==> src/bpm_pkg.sv <==
// Shared constants, types, the battery voltage table and a helper function of the monitor.
package bpm_pkg;

    // Field widths.
    localparam int ADC_W      = 12;
    localparam int TIME_BITS  = 48;
    localparam int FULL_W     = 32;
    localparam int CHARGE_W   = 7;
    localparam int THR_W      = 7;
    localparam int BSM_W      = 2;
    localparam int MODE_W     = 2;
    localparam int LEVEL_W    = 3;
    localparam int CFG_IDX_W  = 2;
    localparam int CFG_DATA_W = 32;

    // Voltage table geometry.
    localparam int TABLE_POINTS = 101;
    localparam int IDX_W        = $clog2(TABLE_POINTS);
    localparam int CELL_W       = ADC_W + 1;
    localparam logic [IDX_W-1:0] LAST_IDX = IDX_W'(TABLE_POINTS - 1);
    localparam logic [IDX_W-1:0] MID_IDX  = IDX_W'((TABLE_POINTS - 1) / 2);

    // Charging estimate divider: the quotient never reaches 128.
    localparam int QUOT_W    = 7;
    localparam int NUM_W     = FULL_W + QUOT_W;
    localparam int DIV_CNT_W = $clog2(QUOT_W);

    localparam logic [CHARGE_W-1:0] CHARGE_FULL  = CHARGE_W'(100);
    localparam logic [CHARGE_W-1:0] CHARGE_EMPTY = '0;

    // Configuration register indexes.
    localparam logic [CFG_IDX_W-1:0] CFG_USB_DETECT  = 2'd0;
    localparam logic [CFG_IDX_W-1:0] CFG_FULL_TIME   = 2'd1;
    localparam logic [CFG_IDX_W-1:0] CFG_SAVE_THRESH = 2'd2;
    localparam logic [CFG_IDX_W-1:0] CFG_SAVING_MODE = 2'd3;

    // Configuration reset values.
    localparam logic [ADC_W-1:0]  RST_USB_DETECT  = ADC_W'(2200);
    localparam logic [FULL_W-1:0] RST_FULL_TIME   = FULL_W'(10800000);
    localparam logic [THR_W-1:0]  RST_SAVE_THRESH = THR_W'(25);
    localparam logic [BSM_W-1:0]  RST_SAVING_MODE = BSM_W'(1);

    // Supply state codes.
    localparam logic [MODE_W-1:0] SUPPLY_BATTERY  = 2'd0;
    localparam logic [MODE_W-1:0] SUPPLY_CHARGING = 2'd1;
    localparam logic [MODE_W-1:0] SUPPLY_CHARGED  = 2'd2;

    // Energy mode, period profile and long check period codes.
    localparam logic [MODE_W-1:0] MODE_FULL    = 2'd0;
    localparam logic [MODE_W-1:0] MODE_REDUCED = 2'd1;
    localparam logic [MODE_W-1:0] MODE_LOWEST  = 2'd2;

    // Charge level thresholds.
    localparam logic [CHARGE_W-1:0] LVL_T5 = CHARGE_W'(87);
    localparam logic [CHARGE_W-1:0] LVL_T4 = CHARGE_W'(62);
    localparam logic [CHARGE_W-1:0] LVL_T3 = CHARGE_W'(37);
    localparam logic [CHARGE_W-1:0] LVL_T2 = CHARGE_W'(12);
    localparam logic [CHARGE_W-1:0] LVL_T1 = CHARGE_W'(6);

    // Cell millivolts for 0 % up to 100 %.
    localparam logic [CELL_W-1:0] VOLT_TABLE [TABLE_POINTS] = '{
        13'd3200, 13'd3250, 13'd3300, 13'd3350, 13'd3400, 13'd3450, 13'd3500, 13'd3550,
        13'd3600, 13'd3650, 13'd3700, 13'd3703, 13'd3706, 13'd3710, 13'd3713, 13'd3716,
        13'd3719, 13'd3723, 13'd3726, 13'd3729, 13'd3732, 13'd3735, 13'd3739, 13'd3742,
        13'd3745, 13'd3748, 13'd3752, 13'd3755, 13'd3758, 13'd3761, 13'd3765, 13'd3768,
        13'd3771, 13'd3774, 13'd3777, 13'd3781, 13'd3784, 13'd3787, 13'd3790, 13'd3794,
        13'd3797, 13'd3800, 13'd3805, 13'd3811, 13'd3816, 13'd3821, 13'd3826, 13'd3832,
        13'd3837, 13'd3842, 13'd3847, 13'd3853, 13'd3858, 13'd3863, 13'd3868, 13'd3874,
        13'd3879, 13'd3884, 13'd3889, 13'd3895, 13'd3900, 13'd3906, 13'd3911, 13'd3917,
        13'd3922, 13'd3928, 13'd3933, 13'd3939, 13'd3944, 13'd3950, 13'd3956, 13'd3961,
        13'd3967, 13'd3972, 13'd3978, 13'd3983, 13'd3989, 13'd3994, 13'd4000, 13'd4008,
        13'd4015, 13'd4023, 13'd4031, 13'd4038, 13'd4046, 13'd4054, 13'd4062, 13'd4069,
        13'd4077, 13'd4085, 13'd4092, 13'd4100, 13'd4111, 13'd4122, 13'd4133, 13'd4144,
        13'd4156, 13'd4167, 13'd4178, 13'd4189, 13'd4200
    };

    // Commands from the controller to the datapath.
    typedef struct packed {
        logic load_in;
        logic eval;
        logic div_prep;
        logic div_step;
        logic search_step;
        logic commit;
    } t_cmd;

    // Status from the datapath to the controller.
    typedef struct packed {
        logic need_div;
        logic need_search;
        logic search_done;
    } t_status;

    // One result item.
    typedef struct packed {
        logic [MODE_W-1:0]   supply_mode;
        logic [CHARGE_W-1:0] charge_percent;
        logic [LEVEL_W-1:0]  charge_level;
        logic                charging_icon;
        logic [MODE_W-1:0]   energy_mode;
        logic [MODE_W-1:0]   period_profile;
        logic [MODE_W-1:0]   voltage_check_long;
        logic                auto_backlight_off;
        logic                usb_attach_event;
        logic                usb_detach_event;
    } t_result;

    // Six-step icon code of a charge percent.
    function automatic logic [LEVEL_W-1:0] level_of(input logic [CHARGE_W-1:0] c);
        logic [LEVEL_W-1:0] lvl;
        if (c > LVL_T5)      lvl = LEVEL_W'(5);
        else if (c > LVL_T4) lvl = LEVEL_W'(4);
        else if (c > LVL_T3) lvl = LEVEL_W'(3);
        else if (c > LVL_T2) lvl = LEVEL_W'(2);
        else if (c > LVL_T1) lvl = LEVEL_W'(1);
        else                 lvl = LEVEL_W'(0);
        return lvl;
    endfunction

endpackage

==> src/bpm_channels.sv <==
// Valid/ready channel interfaces for check events and monitor results.
interface bpm_in_if import bpm_pkg::*; ();
    logic                 valid;
    logic                 ready;
    logic [ADC_W-1:0]     adc_mv;
    logic [TIME_BITS-1:0] now_ms;
    logic                 display_on;

    modport source(output valid, adc_mv, now_ms, display_on, input ready);
    modport sink(input valid, adc_mv, now_ms, display_on, output ready);
endinterface

interface bpm_out_if import bpm_pkg::*; ();
    logic                valid;
    logic                ready;
    logic [MODE_W-1:0]   supply_mode;
    logic [CHARGE_W-1:0] charge_percent;
    logic [LEVEL_W-1:0]  charge_level;
    logic                charging_icon;
    logic [MODE_W-1:0]   energy_mode;
    logic [MODE_W-1:0]   period_profile;
    logic [MODE_W-1:0]   voltage_check_long;
    logic                auto_backlight_off;
    logic                usb_attach_event;
    logic                usb_detach_event;

    modport source(output valid, supply_mode, charge_percent, charge_level, charging_icon,
                   energy_mode, period_profile, voltage_check_long, auto_backlight_off,
                   usb_attach_event, usb_detach_event, input ready);
    modport sink(input valid, supply_mode, charge_percent, charge_level, charging_icon,
                 energy_mode, period_profile, voltage_check_long, auto_backlight_off,
                 usb_attach_event, usb_detach_event, output ready);
endinterface

==> src/bpm_ctrl.sv <==
// Controller state machine that sequences evaluation, division, table search and commit.
module bpm_ctrl import bpm_pkg::*; (
    input  logic    i_clk,
    input  logic    i_rst_n,
    input  logic    i_in_valid,
    output logic    o_in_ready,
    output logic    o_out_valid,
    input  logic    i_out_ready,
    input  t_status i_status,
    output t_cmd    o_cmd
);

    typedef enum logic [5:0] {
        S_IDLE   = 6'b000001,
        S_EVAL   = 6'b000010,
        S_PREP   = 6'b000100,
        S_DIV    = 6'b001000,
        S_SEARCH = 6'b010000,
        S_FINISH = 6'b100000
    } t_state;

    t_state                r_state, n_state;
    logic [DIV_CNT_W-1:0]  r_div_cnt, n_div_cnt;
    logic                  r_out_valid, n_out_valid;

    // Next state and command decode.
    always_comb begin
        n_state   = r_state;
        n_div_cnt = r_div_cnt;
        o_cmd     = '0;
        unique case (r_state)
            S_IDLE: begin
                if (i_in_valid) begin
                    o_cmd.load_in = 1'b1;
                    n_state       = S_EVAL;
                end
            end
            S_EVAL: begin
                o_cmd.eval = 1'b1;
                if (i_status.need_div) begin
                    n_state = S_PREP;
                end else if (i_status.need_search) begin
                    n_state = S_SEARCH;
                end else begin
                    n_state = S_FINISH;
                end
            end
            S_PREP: begin
                o_cmd.div_prep = 1'b1;
                n_div_cnt      = '0;
                n_state        = S_DIV;
            end
            S_DIV: begin
                o_cmd.div_step = 1'b1;
                n_div_cnt      = r_div_cnt + 1'b1;
                if (r_div_cnt == DIV_CNT_W'(QUOT_W - 1)) begin
                    n_state = S_FINISH;
                end
            end
            S_SEARCH: begin
                o_cmd.search_step = 1'b1;
                if (i_status.search_done) begin
                    n_state = S_FINISH;
                end
            end
            S_FINISH: begin
                if (!r_out_valid || i_out_ready) begin
                    o_cmd.commit = 1'b1;
                    n_state      = S_IDLE;
                end
            end
            default: begin
                n_state = S_IDLE;
            end
        endcase
    end

    // The output register is full after a commit until its transfer.
    always_comb begin
        if (o_cmd.commit) begin
            n_out_valid = 1'b1;
        end else if (i_out_ready) begin
            n_out_valid = 1'b0;
        end else begin
            n_out_valid = r_out_valid;
        end
    end

    always_ff @(posedge i_clk) begin
        if (!i_rst_n) begin
            r_state     <= S_IDLE;
            r_div_cnt   <= '0;
            r_out_valid <= 1'b0;
        end else begin
            r_state     <= n_state;
            r_div_cnt   <= n_div_cnt;
            r_out_valid <= n_out_valid;
        end
    end

    assign o_in_ready  = (r_state == S_IDLE);
    assign o_out_valid = r_out_valid;

endmodule

==> src/bpm_datapath.sv <==
// Datapath: configuration, monitor state, restoring divider, table search and result register.
module bpm_datapath import bpm_pkg::*; (
    input  logic                  i_clk,
    input  logic                  i_rst_n,
    input  t_cmd                  i_cmd,
    output t_status               o_status,
    input  logic                  i_cfg_we,
    input  logic [CFG_IDX_W-1:0]  i_cfg_idx,
    input  logic [CFG_DATA_W-1:0] i_cfg_data,
    input  logic [ADC_W-1:0]      i_adc_mv,
    input  logic [TIME_BITS-1:0]  i_now_ms,
    input  logic                  i_display_on,
    output t_result               o_result
);

    // Configuration registers.
    logic [ADC_W-1:0]     r_usb_mv;
    logic [FULL_W-1:0]    r_full_ms;
    logic [THR_W-1:0]     r_thr;
    logic [BSM_W-1:0]     r_bsm;

    // Monitor state.
    logic [MODE_W-1:0]    r_supply;
    logic [TIME_BITS-1:0] r_start;
    logic [CHARGE_W-1:0]  r_last;
    logic [MODE_W-1:0]    r_saving;
    logic                 r_flag;

    // Latched event and per-event working registers.
    logic [ADC_W-1:0]     r_adc;
    logic [TIME_BITS-1:0] r_now;
    logic                 r_disp;
    logic                 r_is_usb;
    logic                 r_attach;
    logic [MODE_W-1:0]    r_supply_next;
    logic                 r_use_div;
    logic [FULL_W-1:0]    r_e32;
    logic [CHARGE_W-1:0]  r_charge;
    logic [IDX_W-1:0]     r_idx;
    logic [IDX_W-1:0]     r_before;
    logic [NUM_W-1:0]     r_rem;
    logic [NUM_W-1:0]     r_dsh;
    logic [QUOT_W-1:0]    r_quot;
    t_result              r_result;

    logic                 w_usb;
    logic [TIME_BITS-1:0] w_elapsed;
    logic                 w_charged;
    logic                 w_attach;
    logic [MODE_W-1:0]    w_supply_next;
    logic [CELL_W-1:0]    w_cell;
    logic                 w_hi;
    logic                 w_lo;
    logic [IDX_W-1:0]     w_dist;
    logic [IDX_W-1:0]     w_step;
    logic [IDX_W:0]       w_up_sum;
    logic [IDX_W-1:0]     w_next;
    logic [NUM_W-1:0]     w_e_ext;
    logic                 w_ge;
    logic [CHARGE_W:0]    w_csum;
    logic [CHARGE_W-1:0]  w_charge;
    logic                 w_above;
    t_result              w_res;

    // Supply decision for the latched event.
    assign w_usb         = (r_adc >= r_usb_mv);
    assign w_elapsed     = r_now - r_start;
    assign w_charged     = (r_supply != SUPPLY_BATTERY) && (w_elapsed >= TIME_BITS'(r_full_ms));
    assign w_attach      = w_usb && (r_supply == SUPPLY_BATTERY);
    assign w_supply_next = w_attach ? SUPPLY_CHARGING :
                           (w_charged ? SUPPLY_CHARGED : r_supply);

    // Battery table range checks on the cell voltage.
    assign w_cell = {r_adc, 1'b0};
    assign w_hi   = (w_cell >= VOLT_TABLE[TABLE_POINTS-1]);
    assign w_lo   = (w_cell <= VOLT_TABLE[0]);

    // One halving step of the table search.
    assign w_dist   = (r_idx > r_before) ? (r_idx - r_before) : (r_before - r_idx);
    assign w_step   = w_dist >> 1;
    assign w_up_sum = {1'b0, r_idx} + {1'b0, w_step};
    always_comb begin
        if (w_cell >= VOLT_TABLE[r_idx]) begin
            w_next = (w_up_sum > {1'b0, LAST_IDX}) ? LAST_IDX : w_up_sum[IDX_W-1:0];
        end else begin
            w_next = (w_step > r_idx) ? '0 : (r_idx - w_step);
        end
    end

    assign o_status.need_div    = w_usb && (w_supply_next == SUPPLY_CHARGING) && (r_full_ms != '0);
    assign o_status.need_search = !w_usb && !w_hi && !w_lo;
    assign o_status.search_done = (w_next == r_idx);

    // Divider step: elapsed*100 over the full charge time, one quotient bit a cycle.
    assign w_e_ext = NUM_W'(r_e32);
    assign w_ge    = (r_rem >= r_dsh);

    // Charge of this event and its saturated charging sum.
    assign w_csum   = {1'b0, r_last} + {1'b0, r_quot};
    assign w_charge = r_use_div ? ((w_csum > {1'b0, CHARGE_FULL}) ? CHARGE_FULL
                                                                  : w_csum[CHARGE_W-1:0])
                                : r_charge;
    assign w_above  = (w_charge >= r_thr);

    // Result fields of the event.
    always_comb begin
        w_res                    = '0;
        w_res.charge_percent     = w_charge;
        w_res.charge_level       = level_of(w_charge);
        w_res.charging_icon      = r_is_usb;
        if (r_is_usb) begin
            w_res.supply_mode        = r_supply_next;
            w_res.energy_mode        = r_attach ? MODE_FULL : r_saving;
            w_res.period_profile     = MODE_FULL;
            w_res.voltage_check_long = MODE_FULL;
            w_res.auto_backlight_off = r_attach ? 1'b0 : r_flag;
            w_res.usb_attach_event   = r_attach;
        end else begin
            w_res.supply_mode        = SUPPLY_BATTERY;
            w_res.auto_backlight_off = (r_saving == MODE_FULL) ? 1'b1 : r_flag;
            w_res.usb_detach_event   = (r_saving == MODE_FULL);
            if (w_above) begin
                w_res.energy_mode        = r_bsm[1] ? MODE_LOWEST : MODE_REDUCED;
                w_res.period_profile     = MODE_REDUCED;
                w_res.voltage_check_long = r_disp ? MODE_FULL : MODE_REDUCED;
            end else begin
                w_res.energy_mode        = MODE_LOWEST;
                w_res.period_profile     = MODE_LOWEST;
                w_res.voltage_check_long = r_disp ? MODE_FULL : MODE_LOWEST;
            end
        end
    end

    // Configuration writes.
    always_ff @(posedge i_clk) begin
        if (!i_rst_n) begin
            r_usb_mv  <= RST_USB_DETECT;
            r_full_ms <= RST_FULL_TIME;
            r_thr     <= RST_SAVE_THRESH;
            r_bsm     <= RST_SAVING_MODE;
        end else if (i_cfg_we) begin
            unique case (i_cfg_idx)
                CFG_USB_DETECT:  r_usb_mv  <= i_cfg_data[ADC_W-1:0];
                CFG_FULL_TIME:   r_full_ms <= i_cfg_data[FULL_W-1:0];
                CFG_SAVE_THRESH: r_thr     <= i_cfg_data[THR_W-1:0];
                CFG_SAVING_MODE: r_bsm     <= i_cfg_data[BSM_W-1:0];
                default: ;
            endcase
        end
    end

    // Monitor state is updated when the result is committed.
    always_ff @(posedge i_clk) begin
        if (!i_rst_n) begin
            r_supply <= SUPPLY_BATTERY;
            r_start  <= '0;
            r_last   <= '0;
            r_saving <= MODE_FULL;
            r_flag   <= 1'b0;
        end else if (i_cmd.commit) begin
            r_supply <= w_res.supply_mode;
            r_saving <= w_res.energy_mode;
            r_flag   <= w_res.auto_backlight_off;
            if (r_is_usb) begin
                if (r_attach) begin
                    r_start <= r_now;
                end
            end else begin
                r_start <= '0;
                r_last  <= w_charge;
            end
        end
    end

    // Working registers of the event.
    always_ff @(posedge i_clk) begin
        if (i_cmd.load_in) begin
            r_adc  <= i_adc_mv;
            r_now  <= i_now_ms;
            r_disp <= i_display_on;
        end
        if (i_cmd.eval) begin
            r_is_usb      <= w_usb;
            r_attach      <= w_attach;
            r_supply_next <= w_supply_next;
            r_use_div     <= o_status.need_div;
            r_e32         <= w_attach ? '0 : w_elapsed[FULL_W-1:0];
            r_idx         <= MID_IDX;
            r_before      <= '0;
            if (w_usb || w_hi) begin
                r_charge <= CHARGE_FULL;
            end else begin
                r_charge <= CHARGE_EMPTY;
            end
        end
        if (i_cmd.div_prep) begin
            r_rem  <= (w_e_ext << 6) + (w_e_ext << 5) + (w_e_ext << 2);
            r_dsh  <= NUM_W'(r_full_ms) << (QUOT_W - 1);
            r_quot <= '0;
        end
        if (i_cmd.div_step) begin
            r_rem  <= w_ge ? (r_rem - r_dsh) : r_rem;
            r_dsh  <= r_dsh >> 1;
            r_quot <= {r_quot[QUOT_W-2:0], w_ge};
        end
        if (i_cmd.search_step) begin
            r_before <= r_idx;
            r_idx    <= w_next;
            r_charge <= CHARGE_W'(w_next);
        end
        if (i_cmd.commit) begin
            r_result <= w_res;
        end
    end

    assign o_result = r_result;

endmodule

==> src/battery_power_mode_monitor_top.sv <==
// Top level of the battery power mode monitor: controller, datapath and channel wiring.
// Steps from input transfer to result: evaluate and finish on battery outside the table range
// or when charged, with the table search in between inside the table range, and with the
// divider setup and the charging divider in between, which resolves one quotient bit per cycle.
// Throughput: one event at a time; the input is ready again the cycle after the commit.
// Reset (synchronous, active low) restores the default configuration and battery state.
module battery_power_mode_monitor_top import bpm_pkg::*; (
    input  logic                  i_clk,
    input  logic                  i_rst_n,
    input  logic                  i_cfg_we,
    input  logic [CFG_IDX_W-1:0]  i_cfg_idx,
    input  logic [CFG_DATA_W-1:0] i_cfg_data,
    bpm_in_if.sink                i_in,
    bpm_out_if.source             o_out
);

    t_cmd    w_cmd;
    t_status w_status;
    t_result w_result;

    bpm_ctrl u_ctrl (
        .i_clk       (i_clk),
        .i_rst_n     (i_rst_n),
        .i_in_valid  (i_in.valid),
        .o_in_ready  (i_in.ready),
        .o_out_valid (o_out.valid),
        .i_out_ready (o_out.ready),
        .i_status    (w_status),
        .o_cmd       (w_cmd)
    );

    bpm_datapath u_dp (
        .i_clk        (i_clk),
        .i_rst_n      (i_rst_n),
        .i_cmd        (w_cmd),
        .o_status     (w_status),
        .i_cfg_we     (i_cfg_we),
        .i_cfg_idx    (i_cfg_idx),
        .i_cfg_data   (i_cfg_data),
        .i_adc_mv     (i_in.adc_mv),
        .i_now_ms     (i_in.now_ms),
        .i_display_on (i_in.display_on),
        .o_result     (w_result)
    );

    // Result fields onto the output channel.
    assign o_out.supply_mode        = w_result.supply_mode;
    assign o_out.charge_percent     = w_result.charge_percent;
    assign o_out.charge_level       = w_result.charge_level;
    assign o_out.charging_icon      = w_result.charging_icon;
    assign o_out.energy_mode        = w_result.energy_mode;
    assign o_out.period_profile     = w_result.period_profile;
    assign o_out.voltage_check_long = w_result.voltage_check_long;
    assign o_out.auto_backlight_off = w_result.auto_backlight_off;
    assign o_out.usb_attach_event   = w_result.usb_attach_event;
    assign o_out.usb_detach_event   = w_result.usb_detach_event;

endmodule

==> src/flat_wrapper.sv <==
// flat-port wrapper written by rule: the top's interface ports become plain ports
module battery_power_mode_monitor_top_flat import bpm_pkg::*;
  (i_clk, i_rst_n, i_cfg_we, i_cfg_idx, i_cfg_data, i_in_valid, i_in_adc_mv, i_in_now_ms, i_in_display_on, i_in_ready, o_out_valid, o_out_supply_mode, o_out_charge_percent, o_out_charge_level, o_out_charging_icon, o_out_energy_mode, o_out_period_profile, o_out_voltage_check_long, o_out_auto_backlight_off, o_out_usb_attach_event, o_out_usb_detach_event, o_out_ready);
  bpm_in_if i_in_i ();
  bpm_out_if o_out_i ();
  input  logic i_clk;
  input  logic i_rst_n;
  input  logic i_cfg_we;
  input  logic [CFG_IDX_W-1:0] i_cfg_idx;
  input  logic [CFG_DATA_W-1:0] i_cfg_data;
  input wire logic [$bits(i_in_i.valid)-1:0] i_in_valid;
  input wire logic [$bits(i_in_i.adc_mv)-1:0] i_in_adc_mv;
  input wire logic [$bits(i_in_i.now_ms)-1:0] i_in_now_ms;
  input wire logic [$bits(i_in_i.display_on)-1:0] i_in_display_on;
  output wire logic [$bits(i_in_i.ready)-1:0] i_in_ready;
  output wire logic [$bits(o_out_i.valid)-1:0] o_out_valid;
  output wire logic [$bits(o_out_i.supply_mode)-1:0] o_out_supply_mode;
  output wire logic [$bits(o_out_i.charge_percent)-1:0] o_out_charge_percent;
  output wire logic [$bits(o_out_i.charge_level)-1:0] o_out_charge_level;
  output wire logic [$bits(o_out_i.charging_icon)-1:0] o_out_charging_icon;
  output wire logic [$bits(o_out_i.energy_mode)-1:0] o_out_energy_mode;
  output wire logic [$bits(o_out_i.period_profile)-1:0] o_out_period_profile;
  output wire logic [$bits(o_out_i.voltage_check_long)-1:0] o_out_voltage_check_long;
  output wire logic [$bits(o_out_i.auto_backlight_off)-1:0] o_out_auto_backlight_off;
  output wire logic [$bits(o_out_i.usb_attach_event)-1:0] o_out_usb_attach_event;
  output wire logic [$bits(o_out_i.usb_detach_event)-1:0] o_out_usb_detach_event;
  input wire logic [$bits(o_out_i.ready)-1:0] o_out_ready;
  assign i_in_i.valid = i_in_valid;
  assign i_in_i.adc_mv = i_in_adc_mv;
  assign i_in_i.now_ms = i_in_now_ms;
  assign i_in_i.display_on = i_in_display_on;
  assign i_in_ready = i_in_i.ready;
  assign o_out_valid = o_out_i.valid;
  assign o_out_supply_mode = o_out_i.supply_mode;
  assign o_out_charge_percent = o_out_i.charge_percent;
  assign o_out_charge_level = o_out_i.charge_level;
  assign o_out_charging_icon = o_out_i.charging_icon;
  assign o_out_energy_mode = o_out_i.energy_mode;
  assign o_out_period_profile = o_out_i.period_profile;
  assign o_out_voltage_check_long = o_out_i.voltage_check_long;
  assign o_out_auto_backlight_off = o_out_i.auto_backlight_off;
  assign o_out_usb_attach_event = o_out_i.usb_attach_event;
  assign o_out_usb_detach_event = o_out_i.usb_detach_event;
  assign o_out_i.ready = o_out_ready;
  battery_power_mode_monitor_top u_core (.i_clk(i_clk), .i_rst_n(i_rst_n), .i_cfg_we(i_cfg_we), .i_cfg_idx(i_cfg_idx), .i_cfg_data(i_cfg_data), .i_in(i_in_i), .o_out(o_out_i));
endmodule
==> config.mk <==
export PLATFORM = sky130hd
export DESIGN_NAME = battery_power_mode_monitor_top_flat
export DESIGN_NICKNAME = d
export VERILOG_FILES = /design/src/bpm_pkg.sv /design/src/bpm_channels.sv /design/src/bpm_ctrl.sv /design/src/bpm_datapath.sv /design/src/battery_power_mode_monitor_top.sv /design/src/flat_wrapper.sv
export SDC_FILE = /design/constraint.sdc
export NUM_CORES = 1
export LEC_CHECK = 0
export BUFFER_PORTS_ARGS = -buffer_cell sky130_fd_sc_hd__buf_2
export CORE_AREA = 2 2 236 238
export CTS_CLUSTER_DIAMETER = 120
export DETAILED_ROUTE_END_ITERATION = 10
export DIE_AREA = 0 0 238 240
export SLEW_MARGIN = 40
export SYNTH_ARGS = -nofsm -noshare
export SYNTH_HDL_FRONTEND = slang
export SYNTH_HIERARCHICAL = 1
export SYNTH_SLANG_ARGS = --single-unit
export TNS_END_PERCENT = 1
==> constraint.sdc <==
create_clock -name i_clk -period 5.8 [get_ports i_clk]
set_clock_uncertainty 0.15 [all_clocks]
set_input_delay 0.58 -clock i_clk [delete_from_list [all_inputs] [get_ports i_clk]]
set_output_delay 0.58 -clock i_clk [all_outputs]
set_load 0.005 [all_outputs]
==> results.md, run 1 <==
* Comb power frac at 0.185
* Layout Utilization at 0.508
* Detailed Routing Iterations Pass 1 at 5
* Width of the die at 238 um
* FP Rows at 86
* Clock sink count at 345
* Worst skew pair latency at 0.57 ns
* Routed len/inst at 18.7 um
* Final period utilization at 1.00
* Peak Freq at 172 MHz
* Synth top area share at 0.275
* Mapped Cells at 2,671
* Initial Util at 0.446
* Core box area at 0.0547 sq mm
* Worst path bufs/invs at 4
* Most frequent cells in the layout: nand2_1 (278), ha_1 (225), edfxtp_1 (223)
* Pwr Density at 248 mW/mm^2
* Number of vias per cell at 5.67
* Layout cells sized above 1 at 0.139
* Worst Max-Slew Pin Slew at 0.864 ns
* Worst Path Max Fanout at 5
* Clock power share at 0.413
* RSZ-0062 raised after global routing: true
* Sequential area share after synthesis at 0.375
* Clk pin slew, worst setup/hold paths at 0.06 ns
* First-pass GRT wire length at 105,000 um
* Max transition margin at 0.418
* Critical path endpoint category: flop
* Ys Warns at 6
* TritonCTS clock tree: built
* Switching Share at 0.270
* Detailed placement HPWL at 50,300 um
* Failing checks: negative setup slack
* Num CTS Buffers at 42
* Async set or reset register ratio after synthesis at 0
* Synth top area cells: edfxtp_1 (27%), ha_1 (12%), dfxtp_1 (10%)
* Syn-to-layout area delta at 14.0%
* Most common cell after layout, fill and taps aside: nand2_1
* Pin count of the biggest net entering global routing at 71
* Synth Flop Type: edfxtp_1
* CP top delay family: compound AO/OA/AOI/OAI gates
* Highest cell delay on the worst timing path at 0.46 ns
* Maximum resistive drop on vdd at 262 uV
* Die area at 0.0571 sq mm
* CTS root buf: clkbuf_16
* Worst Setup Start Kind: flop
* Synth Net Count at 3,034
* PortBufs at 123
* Distinct cell type count after synthesis at 116
* Seq cells post-synth at 345
* Grt ovf at 0
* Internal at 5.04 mW
* Sw power at 1.86 mW
* Initial antenna violation count at 1
* DRC viols at 0
* Antenna-violating nets left at 0
* Slew Viols, Final at 0
* Run status: finished, violations left
* Io pins at 124
* Yosys top cell by area: edfxtp_1
* Final hold vios at 0
* Detailed-route via count at 20.1k
* Worst EP required at 6.06 ns
* GRT Total Usage at 0.232
* H-tree levels at 2
* Vias in the first global route at 19.5k
* Post-synth EDFFs at 223
* Path type of the worst setup path: flop to flop
* Syn Area/Cell at 9.12 sq um
* Mapped Area at 0.0244 sq mm
* Sequential share of power at 0.402
* Clock buffer depth at 3
* Fillers at 5,138
* Arr. time, crit path at 6.06 ns
* Worst Slack Setup Final at -0.00287 ns
* Min-delay worst type: input port to flop
* Routability congestion estimate at 0.912
* Die Y at 240 um
* Crit path max-delay cell type: edfxtp_1
* Total Wirelength at 66,300 um
* Setup violators final at 1
* Leakage at 11.0 nW
* Nets at 3,167
* Total of max-cap violations at 0
* Hold_ws at 0.0395 ns
* Min Tclk post-route at 5.80 ns
* DRT iter0 DRCs at 1,539
==> power groups by stage <==
stage / logic (mW) / clock network [mW] / registers, mW
global route: 1.42 / 3.01 / 2.78
finish: 1.28 / 2.85 / 2.78
floorplan: 0.873 / 0 / 2.80
detailed placement: 1.21 / 0 / 2.83
CTS: 1.22 / 2.92 / 2.78
global placement: 1.19 / 0 / 2.83
==> area by class of cell <==
class,instances,area [sq um],area share
multi-input cells,2002,14200,0.511
repair buffers,191,1190,0.0428
inverters,222,841,0.0303
clock inverters,14,181,0.00653
diodes,1,2.50,0.0000901
flip-flops and latches,345,9140,0.329
well taps,704,881,0.0317
clock buffers,64,1340,0.0484
==> worst paths after layout <==
check | cells past startpoint | slack (ns) | to | from
worst max-delay path | 30 | -0.003 | u_core/u_ctrl/r_state[0] | u_core/u_dp/r_idx[1]
worst min-delay path | 1 | 0.04 | u_core/u_dp/r_now[35] | i_in_now_ms[35]
worst max register to register | 30 | -0.003 | u_core/u_ctrl/r_state[0] | u_core/u_dp/r_idx[1]
worst min register to register | 2 | 0.31 | u_core/u_dp/r_thr[6] | u_core/u_dp/r_thr[6]
==> routing by layer <==
metal	share of wire	wire [um]	global-route usage	vias up
li1	-	-	-	9888
met1	0.48	31900	0.333	9589
met2	0.44	29400	0.365	527
met3	0.048	3170	0.0258	94
met4	0.026	1760	0.0735	0
met5	0	0	0	-
==> state kept, by name, indices dropped and copies added, names as in the netlist, 5 cells and up <==
signal,flops
u_core/u_dp/r_rem,39
u_core/u_dp/r_idx,7
u_core/u_ctrl/r_state,6
u_core/u_dp/o_result,22
u_core/u_dp/r_adc,12
u_core/u_dp/r_charge,5
u_core/u_dp/r_start,48
u_core/u_dp/r_before,7
u_core/u_dp/r_now,48
u_core/u_dp/r_thr,7
u_core/u_dp/r_last,7
u_core/u_dp/r_usb_mv,12
u_core/u_dp/r_full_ms,32
u_core/u_dp/r_e32,32
u_core/u_dp/r_quot,7
u_core/u_dp/r_dsh,38
==> cells in the mapped netlist (37+ instances only) <==
cell,number
nand2_1,278
ha_1,227
nor2_1,224
edfxtp_1,223
inv_1,217
a21oi_1,211
o21ai_0,145
dfxtp_1,122
clkbuf_1,74
a21o_1,68
xnor2_1,60
nand3_1,57
a22oi_1,52
nor2b_1,51
xor2_1,49
nor3_1,41
o211ai_1,37
==> kinds of logic (layout without fill, tap and decap cells) <==
logic type | Yosys count | after routing | synth area share
compound gates | 760 | 760 | 0.208
xor+xnor | 109 | 109 | 0.0392
fa+ha+maj | 263 | 263 | 0.146
buf+inv | 324 | 491 | 0.0529
flops | 345 | 345 | 0.375
mux | 31 | 31 | 0.0142
other cells | 0 | 1 | 0
simple gates | 839 | 839 | 0.165
==> timing repair <==
| action | in CTS | in global routing |
|---|---|---|
| buffers inserted | 0 | 8 |
| gates resized for setup | 6 | 35 |
| pin swaps | 2 | 20 |
| hold buffers | 1 | 0 |
| endpoints found under the setup margin | 3 | 3 |
| hold endpoints to repair | 1 | 0 |
==> per-stage QoR <==
stage	instance area [sq um]	worst slack, ns	TNS [ns]	cells	power [mW]
finish	27800	-0.00287	-0.00287	3543	6.90
global route	27800	-0.293	-0.586	3543	7.21
CTS	27500	0.000739	0	3533	6.91
detailed placement	26000	-0.152	-0.271	3454	4.04
global placement	25900	-0.0790	-0.0952	3453	4.02
floorplan	24400	0.0134	0	2671	3.67
Power figures use the tool's default switching activity.
==> inputs of run 2 (changes only) <==
--- a/config.mk
+++ b/config.mk
@@ -10,6 +10,7 @@
 export CTS_CLUSTER_DIAMETER = 120
 export DETAILED_ROUTE_END_ITERATION = 10
 export DIE_AREA = 0 0 238 240
+export PLACE_DENSITY = 0.62
 export SLEW_MARGIN = 40
 export SYNTH_ARGS = -nofsm -noshare
 export SYNTH_HDL_FRONTEND = slang
==> results.md, run 2 (same netlist as run 1, synthesis figures left out) <==
* Total of max-cap violations at 0
* Pwr Density at 240 mW/mm^2
* Finished Cell Area at 0.0275 sq mm
* Worst EP required at 6.13 ns
* CTS root buf: clkbuf_16
* Worst Max-Slew Pin Slew at 0.939 ns
* TritonCTS clock tree: built
* PortBufs at 123
* Min Tclk post-route at 5.72 ns
* FP Rows at 86
* Worst Setup Start Kind: flop
* Min-delay worst type: input port to flop
* Top Registers: u_core/u_dp/r_now: 48 flops, u_core/u_dp/r_start: 48 flops, u_core/u_dp/r_rem: 39 flops
* Core box area at 0.0547 sq mm
* RSZ-0062 raised after global routing: true
* Setup TNS at 0 ns
* Path type of the worst setup path: flop to flop
* Max transition margin at 0.368
* Routed len/inst at 18.7 um
* Critical Path Sink: u_core/u_ctrl/r_state[5]
* DRC viols at 0
* Clk pin slew, worst setup/hold paths at 0.06 ns
* Syn-to-layout area delta at 12.8%
* R2r worst-path depth at 27
* Detailed Routing Iterations Pass 1 at 8
* Power Total at 6.60 mW
* Worst Path Max Fanout at 6
* Peak Freq at 175 MHz
* Detailed-route via count at 19.9k
* Cell area after placement at 0.0259 sq mm
* Grt ovf at 0
* Critical path endpoint category: flop
* Final hold vios at 0
* Worst Slack Setup Final at 0.0810 ns
* Reg-to-Reg End: u_core/u_ctrl/r_state[5]
* Highest cell delay on the worst timing path at 0.46 ns
* Worst reg2reg path startpoint: u_core/u_dp/r_idx[1]
* Antenna-violating nets left at 0
* Leakage at 10.8 nW
* Routability congestion estimate at 0.940
* Total Wirelength at 66,000 um
* Pin count of the biggest net entering global routing at 65
* Crit path max-delay cell type: edfxtp_1
* DRT iter0 DRCs at 1,401
* Num CTS Buffers at 40
* Maximum resistive drop on vdd at 248 uV
* First-pass GRT wire length at 104,000 um
* Die Y at 240 um
* Setup violators final at 0
* Slew Viols, Final at 0
* Critical Path Source: u_core/u_dp/r_idx[1]
* Hold depth at 1
* H-tree levels at 2
* Detailed placement HPWL at 50,300 um
* Layout cells sized above 1 at 0.132
* Die area at 0.0571 sq mm
* Number of vias per cell at 5.64
* R2R Setup Slk at 0.08 ns
* Final period utilization at 0.986
* Run status: complete, no violations
* Initial Util at 0.446
* DP Worst Slack at 0.0723 ns
* Initial antenna violation count at 3
* Arr. time, crit path at 6.05 ns
* Most common cell after layout, fill and taps aside: nand2_1
* Fillers at 5,103
* GRT Total Usage at 0.229
* Width of the die at 238 um
* Clock sink count at 345
* Worst skew pair latency at 0.57 ns
* Nets at 3,156
* Io pins at 124
* Layout Utilization at 0.503
* Clock buffer depth at 3
* Most frequent cells in the layout: nand2_1 (278), ha_1 (224), edfxtp_1 (223)
* Vias in the first global route at 18.9k
## run 2: cell types whose count changed in the layout (fill, tap and decap cells not counted), sizes merged
cell      change
clkinvlp      +3
clkbuf        -5
diode         +1
bufinv        -3
clkinv        +4
buf           -9
inv           -3
## run 2: how the worst min path moves through the flow
| stage | from | endpoint | slack, ns |
|---|---|---|---|
| after floorplan | u_core/u_dp/r_is_usb | u_core/u_dp/o_result[9] | 0.27 |
| after global placement | u_core/u_dp/r_thr[6] | u_core/u_dp/r_thr[6] | 0.29 |
| after detailed placement | u_core/u_dp/r_thr[2] | u_core/u_dp/r_thr[2] | 0.30 |
| after CTS | i_in_now_ms[16] | u_core/u_dp/r_now[16] | 0.002 |
| after global routing | i_in_now_ms[21] | u_core/u_dp/r_now[21] | 0.01 |
| final | i_in_now_ms[16] | u_core/u_dp/r_now[16] | 0.03 |
## run 2: per-stage QoR
step,hold slack [ns],cells
floorplan,0.274,2671
global placement,0.294,3447
detailed placement,0.297,3449
CTS,0.00190,3524
global route,0.00982,3531
finish,0.0341,3531
## run 2: repair_timing
action	4_1_cts	5_1_grt
resized for setup	0	33
buffers inserted	0	3
endpoints found under the hold margin	1	0
setup endpoints to repair	0	5
hold buffers	1	0
## run 2: worst max-delay path: cells and delay by family (launching register included)
kind	cells	cell delay (ns)
AOI/OAI and AO/OA	11	1.85
and+or+nand+nor	7	1.32
adders and majority gates	3	0.81
DFF	1	0.46
buffers and inverters	3	0.46
muxes	2	0.45
xor gates and xnor gates	1	0.16
## run 2: power breakdown
group	total (mW)	internal [mW]	switching (mW)
clock	2.57	1.51	1.06
sequential	2.77	2.71	0.0606
combinational	1.26	0.525	0.734
## run 2: final cells by class
class                           count  area [sq um]  share of cell area
Multi-Input combinational cell   2002         14100               0.515
Sequential cell                   345          9140               0.333
Clock buffer                       59          1220              0.0444
Timing Repair Buffer              182          1110              0.0405
Tap cell                          704           881              0.0321
Inverter                          222           842              0.0306
Clock inverter                     15           129             0.00469
Antenna cell                        2          5.00            0.000182
## run 2: layer usage
layer,track usage,share of wire,wire [um],up-vias
li1,-,-,-,9863
met1,0.329,0.48,31800,9456
met2,0.361,0.45,29500,518
met3,0.0290,0.050,3300,86
met4,0.0653,0.021,1390,0
met5,0,0,0,-
==> inputs of run 3 (changes only) <==
--- a/config.mk
+++ b/config.mk
@@ -6,12 +6,11 @@
 export NUM_CORES = 1
 export LEC_CHECK = 0
 export BUFFER_PORTS_ARGS = -buffer_cell sky130_fd_sc_hd__buf_2
-export CORE_AREA = 2 2 236 238
+export CORE_AREA = 2 2 316 318
 export CTS_CLUSTER_DIAMETER = 120
 export DETAILED_ROUTE_END_ITERATION = 10
-export DIE_AREA = 0 0 238 240
-export PLACE_DENSITY = 0.62
-export SLEW_MARGIN = 40
+export DIE_AREA = 0 0 318 320
+export PLACE_DENSITY = 0.38
 export SYNTH_ARGS = -nofsm -noshare
 export SYNTH_HDL_FRONTEND = slang
 export SYNTH_HIERARCHICAL = 1
==> results.md, run 3 (same netlist as run 1, synthesis figures left out) <==
* Run status: complete, no violations
* Clock power share at 0.387
* Internal at 4.81 mW
* Worst path bufs/invs at 8
* Slew Viols, Final at 0
* Critical path endpoint category: flop
* Worst Setup Start Kind: flop
* Max transition margin at 0.326
* R2r worst-path depth at 33
* R2R Setup Slk at 0.09 ns
* Arr. time, crit path at 6.06 ns
* Worst Path Max Fanout at 4
* Cell area after placement at 0.0269 sq mm
* Routability congestion estimate at 0.824
* Layout cells sized above 1 at 0.150
* Syn-to-layout area delta at 19.6%
* Grt ovf at 0
* Nets at 3,255
* Detailed placement HPWL at 60,100 um
* FP Rows at 115
* Initial Util at 0.249
* Die Y at 320 um
* Min-delay worst type: input port to flop
* PortBufs at 123
* Worst reg2reg path startpoint: u_core/u_dp/r_idx[1]
* CP Depth at 33
* Num CTS Buffers at 42
* Finished Cell Area at 0.0291 sq mm
* CP most frequent cell: buf_4
* Peak Freq at 175 MHz
* Switching Share at 0.288
* Leakage at 11.3 nW
* Total Wirelength at 77,700 um
* Most frequent cells in the layout: nand2_1 (277), ha_1 (224), edfxtp_1 (223)
* Crit path max-delay cell type: edfxtp_1
* Detailed-route via count at 20.0k
* TritonCTS clock tree: built
* Sw power at 1.94 mW
* Antenna-violating nets left at 0
* Worst Slack Setup Final at 0.0880 ns
* Comb power frac at 0.201
* Clock buffer depth at 3
* Critical Path Source: u_core/u_dp/r_idx[1]
* CP top delay family: simple AND/OR/NAND/NOR gates
* CTS root buf: clkbuf_16
* Path type of the worst setup path: flop to flop
* H-tree levels at 2
* Most common cell after layout, fill and taps aside: nand2_1
* Top Registers: u_core/u_dp/r_now: 48 flops, u_core/u_dp/r_start: 48 flops, u_core/u_dp/r_rem: 39 flops
* Total of max-cap violations at 0
* Initial antenna violation count at 8
* Hold_ws at 0.0483 ns
* Worst skew pair latency at 0.58 ns
* Routed len/inst at 18.4 um
* Clock sink count at 345
* Worst EP required at 6.15 ns
* Reg-to-Reg End: u_core/u_ctrl/r_state[5]
* Die area at 0.102 sq mm
* Width of the die at 318 um
* DRC viols at 0
* Core box area at 0.0980 sq mm
* First-pass GRT wire length at 120,000 um
* DRT iter0 DRCs at 1,134
* Critical Path Sink: u_core/u_ctrl/r_state[5]
* Number of vias per cell at 4.75
* Clk pin slew, worst setup/hold paths at 0.06 ns
* GRT Total Usage at 0.149
* Final hold vios at 0
* Sequential share of power at 0.412
* Detailed Routing Iterations Pass 1 at 5
* Pin count of the biggest net entering global routing at 64
* DP Worst Slack at -0.249 ns
* Pwr Density at 232 mW/mm^2
* Min Tclk post-route at 5.71 ns
* RSZ-0062 raised after global routing: true
* Highest cell delay on the worst timing path at 0.46 ns
* Io pins at 124
* Setup TNS at 0 ns
* Setup violators final at 0
* Worst Max-Slew Pin Slew at 1.01 ns
* Maximum resistive drop on vdd at 219 uV
* Vias in the first global route at 20.2k
* Final period utilization at 0.985
==> run 3: cell types whose count changed in the layout (fill, tap and decap cells not counted), moves of 3 or more <==
| cell | delta |
|---|---|
| clkinv_2 | +6 |
| clkbuf_8 | -4 |
| buf_6 | +3 |
| dlygate4sd3_1 | +47 |
| mux2i_4 | +3 |
| clkbuf_1 | +5 |
| buf_4 | +51 |
==> run 3: worst min-delay path by stage <==
stage / start / endpoint / slack [ns] / depth (start not counted)
2_1_floorplan: u_core/u_dp/r_is_usb / u_core/u_dp/o_result[9] / 0.27 / 0
3_3_place_gp: u_core/u_dp/r_thr[6] / u_core/u_dp/r_thr[6] / 0.29 / 2
3_5_place_dp: u_core/u_dp/r_thr[6] / u_core/u_dp/r_thr[6] / 0.30 / 2
4_1_cts: i_in_adc_mv[11] / u_core/u_dp/r_adc[11] / 0.00008 / 1
5_1_grt: i_in_adc_mv[11] / u_core/u_dp/r_adc[11] / 0.02 / 1
6_report: i_in_now_ms[12] / u_core/u_dp/r_now[12] / 0.05 / 1
==> run 3: stage by stage <==
stage / total power, mW / cells / util
floorplan: 3.67 / 2671 / -
CTS: 6.85 / 4209 / 0.295
finish: 6.75 / 4215 / 0.297
detailed placement: 4.12 / 4075 / 0.275
global placement: 4.12 / 4075 / 0.275
global route: 7.12 / 4214 / 0.297
==> run 3: final cells by class <==
cell class / count / area [sq um]
Fill cell: 10325 / 68800
Multi-Input combinational cell: 2002 / 14300
Sequential cell: 345 / 9140
Timing Repair Buffer: 279 / 1920
Tap cell: 1287 / 1610
Clock buffer: 59 / 1180
Inverter: 222 / 842
Clock inverter: 18 / 161
Antenna cell: 3 / 7.51
==> run 3: power groups by stage <==
stage	Combinational [mW]	Sequential [mW]	Clock (mW)
finish	1.36	2.78	2.61
detailed placement	1.29	2.83	0
CTS	1.34	2.78	2.73
global route	1.52	2.79	2.82
floorplan	0.873	2.80	0
global placement	1.28	2.83	0
==> run 3: layer usage <==
layer / part of all wire / track usage / vias up / wire length (um)
li1: - / - / 10053 / -
met5: 0.00059 / 0 / - / 46
met4: 0.019 / 0.0342 / 6 / 1490
met2: 0.44 / 0.239 / 351 / 34200
met3: 0.038 / 0.0197 / 81 / 2980
met1: 0.50 / 0.213 / 9515 / 39000
==> run 3: what timing repair did <==
item                                    4_1_cts  5_1_grt
buffers inserted                              9        5
hold endpoints to repair                     48        0
pin swaps                                     9       27
hold buffers                                 48        0
gates resized for setup                      13       45
endpoints found under the setup margin        3        7
